==> src/rc4_pkg.sv <==
`timescale 1ns / 1ps

package rc4_pkg;

    // Default depth of the key store.
    localparam int RC4_KEY_MAX_DEFAULT = 256;

    // Width of a byte, of the permutation index and of the key length register.
    localparam int BYTE_W = 8;
    localparam int KLEN_W = 9;

    // Highest permutation index, closing the key schedule sweep.
    localparam logic [BYTE_W-1:0] PERM_LAST = 8'd255;

    // Reset value of the key length register.
    localparam logic [KLEN_W-1:0] KEY_LENGTH_RESET = 9'd16;

    // Register indexes of the configuration port.
    localparam logic REG_KEY_LENGTH = 1'b0;

    // Item kinds carried in tuser.
    localparam logic [1:0] CMD_LOAD  = 2'd0;
    localparam logic [1:0] CMD_SCHED = 2'd1;
    localparam logic [1:0] CMD_CRYPT = 2'd2;

    // Datapath operations issued by the controller, one per cycle.
    typedef enum logic [3:0] {
        DP_NOP,
        DP_LOAD_KEY,
        DP_SCHED_INIT,
        DP_SK_READ_N,
        DP_SK_READ_ACC,
        DP_SK_WRITE_N,
        DP_SK_WRITE_ACC,
        DP_CR_READ_I,
        DP_CR_READ_J,
        DP_CR_SWAP_I,
        DP_CR_FINISH
    } dp_op_t;

    // Command from controller to datapath.
    typedef struct packed {
        dp_op_t op;
    } dp_cmd_t;

    // Status from datapath to controller.
    typedef struct packed {
        logic n_last;
        logic len_zero;
        logic out_free;
    } dp_status_t;

endpackage

==> src/rc4_ctrl.sv <==
`timescale 1ns / 1ps

module rc4_ctrl
    import rc4_pkg::*;
(
    input  logic       clk,
    input  logic       rst_n,
    input  logic       s_tvalid,
    input  logic [1:0] item_cmd,
    output logic       s_tready,
    input  dp_status_t status,
    output dp_cmd_t    cmd
);

    typedef enum logic [2:0] {
        ST_IDLE,
        ST_SK_RN,
        ST_SK_RA,
        ST_SK_WN,
        ST_SK_WA,
        ST_CR_RJ,
        ST_CR_SW,
        ST_CR_FIN
    } state_t;

    state_t state_reg;
    state_t state_next;
    logic   ready_reg;

    // Next state and the datapath operation for this cycle.
    always_comb
    begin
        state_next = state_reg;
        cmd.op     = DP_NOP;
        unique case (state_reg)
            ST_IDLE:
            begin
                if (s_tvalid)
                begin
                    unique case (item_cmd)
                        CMD_LOAD:
                        begin
                            cmd.op = DP_LOAD_KEY;
                        end
                        CMD_SCHED:
                        begin
                            cmd.op     = DP_SCHED_INIT;
                            state_next = status.len_zero ? ST_IDLE : ST_SK_RN;
                        end
                        CMD_CRYPT:
                        begin
                            cmd.op     = DP_CR_READ_I;
                            state_next = ST_CR_RJ;
                        end
                        default:
                        begin
                            cmd.op = DP_NOP;
                        end
                    endcase
                end
            end
            ST_SK_RN:
            begin
                cmd.op     = DP_SK_READ_N;
                state_next = ST_SK_RA;
            end
            ST_SK_RA:
            begin
                cmd.op     = DP_SK_READ_ACC;
                state_next = ST_SK_WN;
            end
            ST_SK_WN:
            begin
                cmd.op     = DP_SK_WRITE_N;
                state_next = ST_SK_WA;
            end
            ST_SK_WA:
            begin
                cmd.op     = DP_SK_WRITE_ACC;
                state_next = status.n_last ? ST_IDLE : ST_SK_RN;
            end
            ST_CR_RJ:
            begin
                cmd.op     = DP_CR_READ_J;
                state_next = ST_CR_SW;
            end
            ST_CR_SW:
            begin
                cmd.op     = DP_CR_SWAP_I;
                state_next = ST_CR_FIN;
            end
            ST_CR_FIN:
            begin
                // Hold here while the previous result still occupies the output.
                if (status.out_free)
                begin
                    cmd.op     = DP_CR_FINISH;
                    state_next = ST_IDLE;
                end
            end
            default:
            begin
                state_next = ST_IDLE;
            end
        endcase
    end

    // State and the registered ready flag.
    always_ff @(posedge clk or negedge rst_n)
    begin
        if (!rst_n)
        begin
            state_reg <= ST_IDLE;
            ready_reg <= 1'b1;
        end
        else
        begin
            state_reg <= state_next;
            ready_reg <= (state_next == ST_IDLE);
        end
    end

    assign s_tready = ready_reg;

endmodule

==> config.mk <==
export PLATFORM = sky130hd
export DESIGN_NAME = rc4_ctrl
export DESIGN_NICKNAME = d
export VERILOG_FILES = /design/src/rc4_pkg.sv /design/src/rc4_ctrl.sv
export SDC_FILE = /design/constraint.sdc
export NUM_CORES = 1
export LEC_CHECK = 0
export BUFFER_PORTS_ARGS = -buffer_cell sky130_fd_sc_hd__buf_4
export CAP_MARGIN = 10
export CORE_AREA = 2 2 39 41
export CTS_BUF_LIST = sky130_fd_sc_hd__clkbuf_2 sky130_fd_sc_hd__clkbuf_4 sky130_fd_sc_hd__clkbuf_8
export CTS_CLUSTER_DIAMETER = 80
export DETAILED_ROUTE_END_ITERATION = 12
export DIE_AREA = 0 0 41 43
export GPL_ROUTABILITY_DRIVEN = 0
export SLEW_MARGIN = 20
export SYNTH_ARGS = -nofsm -noshare
export SYNTH_HDL_FRONTEND = slang
export SYNTH_SLANG_ARGS = --single-unit
export TNS_END_PERCENT = 30
==> constraint.sdc <==
create_clock -name clk -period 1.2 [get_ports clk]
set_input_delay 0.12 -clock clk [delete_from_list [all_inputs] [get_ports clk]]
set_output_delay 0.12 -clock clk [all_outputs]
set_load 0.02 [all_outputs]
==> metrics.cfg <==
[grt]
grt_util_all_layers_pct = 12.98
grt_pass1_vias = 372
grt_antenna_before_repair = 0
grt_overflow_total = 0
grt_max_degree = 12
grt_pass1_wl_um = 1421

[run]
drv_cap = 0

[setup_path]
reg2reg_to = state_reg[0]
cp-end-kind = primary output
required_ns = 1.08
critPathMaxFanout = 6
r2r_cells = 4
worst-setup-path-type = reg -> out
r2r_setup_slack_ns = 0
critical_path_arrival_ns = 1.23
r2r_start = state_reg[1]
startpoint_type = register

[placement]
place_inst = 75
dp_hpwl_um = 686.2
place_ws_ns = -0.06576
placed_cell_area_sq_um = 485.5
io_buffer_count = 12

[detailed_routing]
routed_wl_um = 958
drc = 0
viasPerCell = 4.762
wl_per_cell_um = 11.40
vias = 400
ant_nets = 0
drtIter0Drc = 7
drtPass1Iterations = 4

[pwr]
finalPower_uw = 1555
powerDensity_nw_per_um2 = 2708
power.leakage_uw = 0.0002816
ir_drop_mv = 1.225

[clocking]
clock-sinks = 4
clk_path_buf_depth = 2
clockRootBuffer = clkbuf_4
clock_latency_ns = 0.26
clk_pin_slew_ns = 0.05
htreeDepth = 1
cts_buffers = 3
cts_tree = built

[floorplan]
die_y_um = 43
die_area_sq_um = 1763
rows = 14
die_w_um = 41
coreArea_sq_um = 1384
initial_utilization_pct = 26.49
io-pin-count = 13

[finish]
multi_input_area_sq_um = 229.0
n_antenna_cell = 0
fill_cells = 155
final_cells = 84
regArea_sq_um = 105.1
post-route-cell-area_sq_um = 574.3
largest_reg_flops = 3
drive_gt1_share_pct = 52.94
final_common_cell = buf_4
area_delta_synth_final_pct = 56.66
nets = 80
layout_common_cells = 20 x buf_4, 5 x inv_1, 4 x a21oi_1, 4 x clkbuf_4

[sta]
worstMarginPinSlew_ns = 0.2125
rsz0062_at_grt = true
slew_headroom_pct = 85.71
post-route-period-util_pct = 112.5
setup_ws_ns = -0.1498
finalSetupViolCount = 4
setup_tns_ns = -0.5549
fmax_mhz = 740.9
period_needed_ns = 1.350
slew_viol_final = 0
hold_violations = 0
fin_skew_ns = 0.01679

[yosys]
ys_types = 26
ys_seq_area_share_pct = 27.65
synth_cells = 45
synth_nets = 56
yosys_warnings = 0
syn_area_sq_um = 366.6
syn_avg_cell_area_sq_um = 8.147
ys_seq_elements = 4

[hold_path]
hold_depth = 3
hp-start = s_tvalid
holdCritPathClass = in -> reg
min_to = state_reg[2]

[outcome]
status = finished with violations
violations = negative setup slack

final cells by class:
| type | count | area share (%) |
|---|---|---|
| inverters | 5 | 3.268 |
| well taps | 16 | 3.486 |
| repair buffers | 22 | 29.85 |
| flip-flops and latches | 4 | 18.30 |
| multi-input cells | 33 | 39.87 |
| clock buffers | 4 | 5.229 |
per-stage QoR:
| stage | util, % | hold WS (ns) |
|---|---|---|
| global route | 41.50 | 0.1768 |
| floorplan | - | -0.1756 |
| finish | 41.50 | 0.1745 |
| global placement | 35.08 | -0.08496 |
| CTS | 39.06 | 0.1675 |
| detailed placement | 35.08 | -0.08032 |
critical path, cell delays in order (launching register included):
cell	delay [ns]
dfrtp_2	0.44
and3_4	0.16
o21ai_2	0.12
o31ai_1	0.09
buf_4	0.16
power by group:
group,switching [uW],internal (uW)
logic,490,518
clock network,74.6,148
registers,105,219
total,669,886
logic make-up (layout without fill, tap and decap cells):
family / after synthesis / in the layout / share of synthesized area, %
compound gates: 14 / 14 / 24.24
fa+ha+maj: 3 / 3 / 10.24
buf+inv: 8 / 31 / 14.33
flops: 4 / 4 / 27.65
simple gates: 16 / 16 / 23.55
Yosys cell counts, drive strengths merged:
cell	instances	area share (%)
inv	5	5.1
a21oi	4	5.5
nor2	4	4.8
buf	3	9.2
dfrtp	3	20
ha	3	10
nand2	3	3.1
o21ai	3	4.1
nor2b	2	3.4
a21boi	1	2.0
a311oi	1	2.4
a31o	1	2.4
a31oi	1	1.7
and2	1	1.7
and3	1	1.7
dfstp	1	7.2
nand4	1	1.7
nor3	1	1.4
nor3b	1	2.0
o2111ai	1	2.4
o22ai	1	1.7
o31ai	1	2.0
or2	1	1.7
or2b	1	2.0
routing by layer:
layer | global-route usage (%) | up-vias | part of all wire (%)
li1 | - | 202 | -
met1 | 12.94 | 184 | 39
met2 | 20.00 | 11 | 54
met3 | 3.665 | 3 | 4.4
met4 | 12.00 | 0 | 2.5
met5 | 0 | - | 0
repair_timing:
| action | 4_1_cts | 5_1_grt |
|---|---|---|
| buffers inserted | 1 | 3 |
| hold endpoints to repair | 4 | 0 |
| endpoints found under the setup margin | 4 | 4 |
| pin swaps | 0 | 2 |
| resized for setup | 5 | 3 |
| hold buffers | 1 | 0 |
worst max-delay path by stage:
stage                  end  cells after the start  slack (ns)    startpoint
finish              cmd[1]                      4       -0.15  state_reg[1]
global route        cmd[3]                      5       -0.22  state_reg[1]
CTS                 cmd[3]                      5       -0.16  state_reg[1]
detailed placement  cmd[0]                      7       -0.07   item_cmd[0]
global placement    cmd[0]                      7       -0.05   item_cmd[0]
floorplan           cmd[1]                      3      -0.001  state_reg[0]
Power figures use the tool's default switching activity.
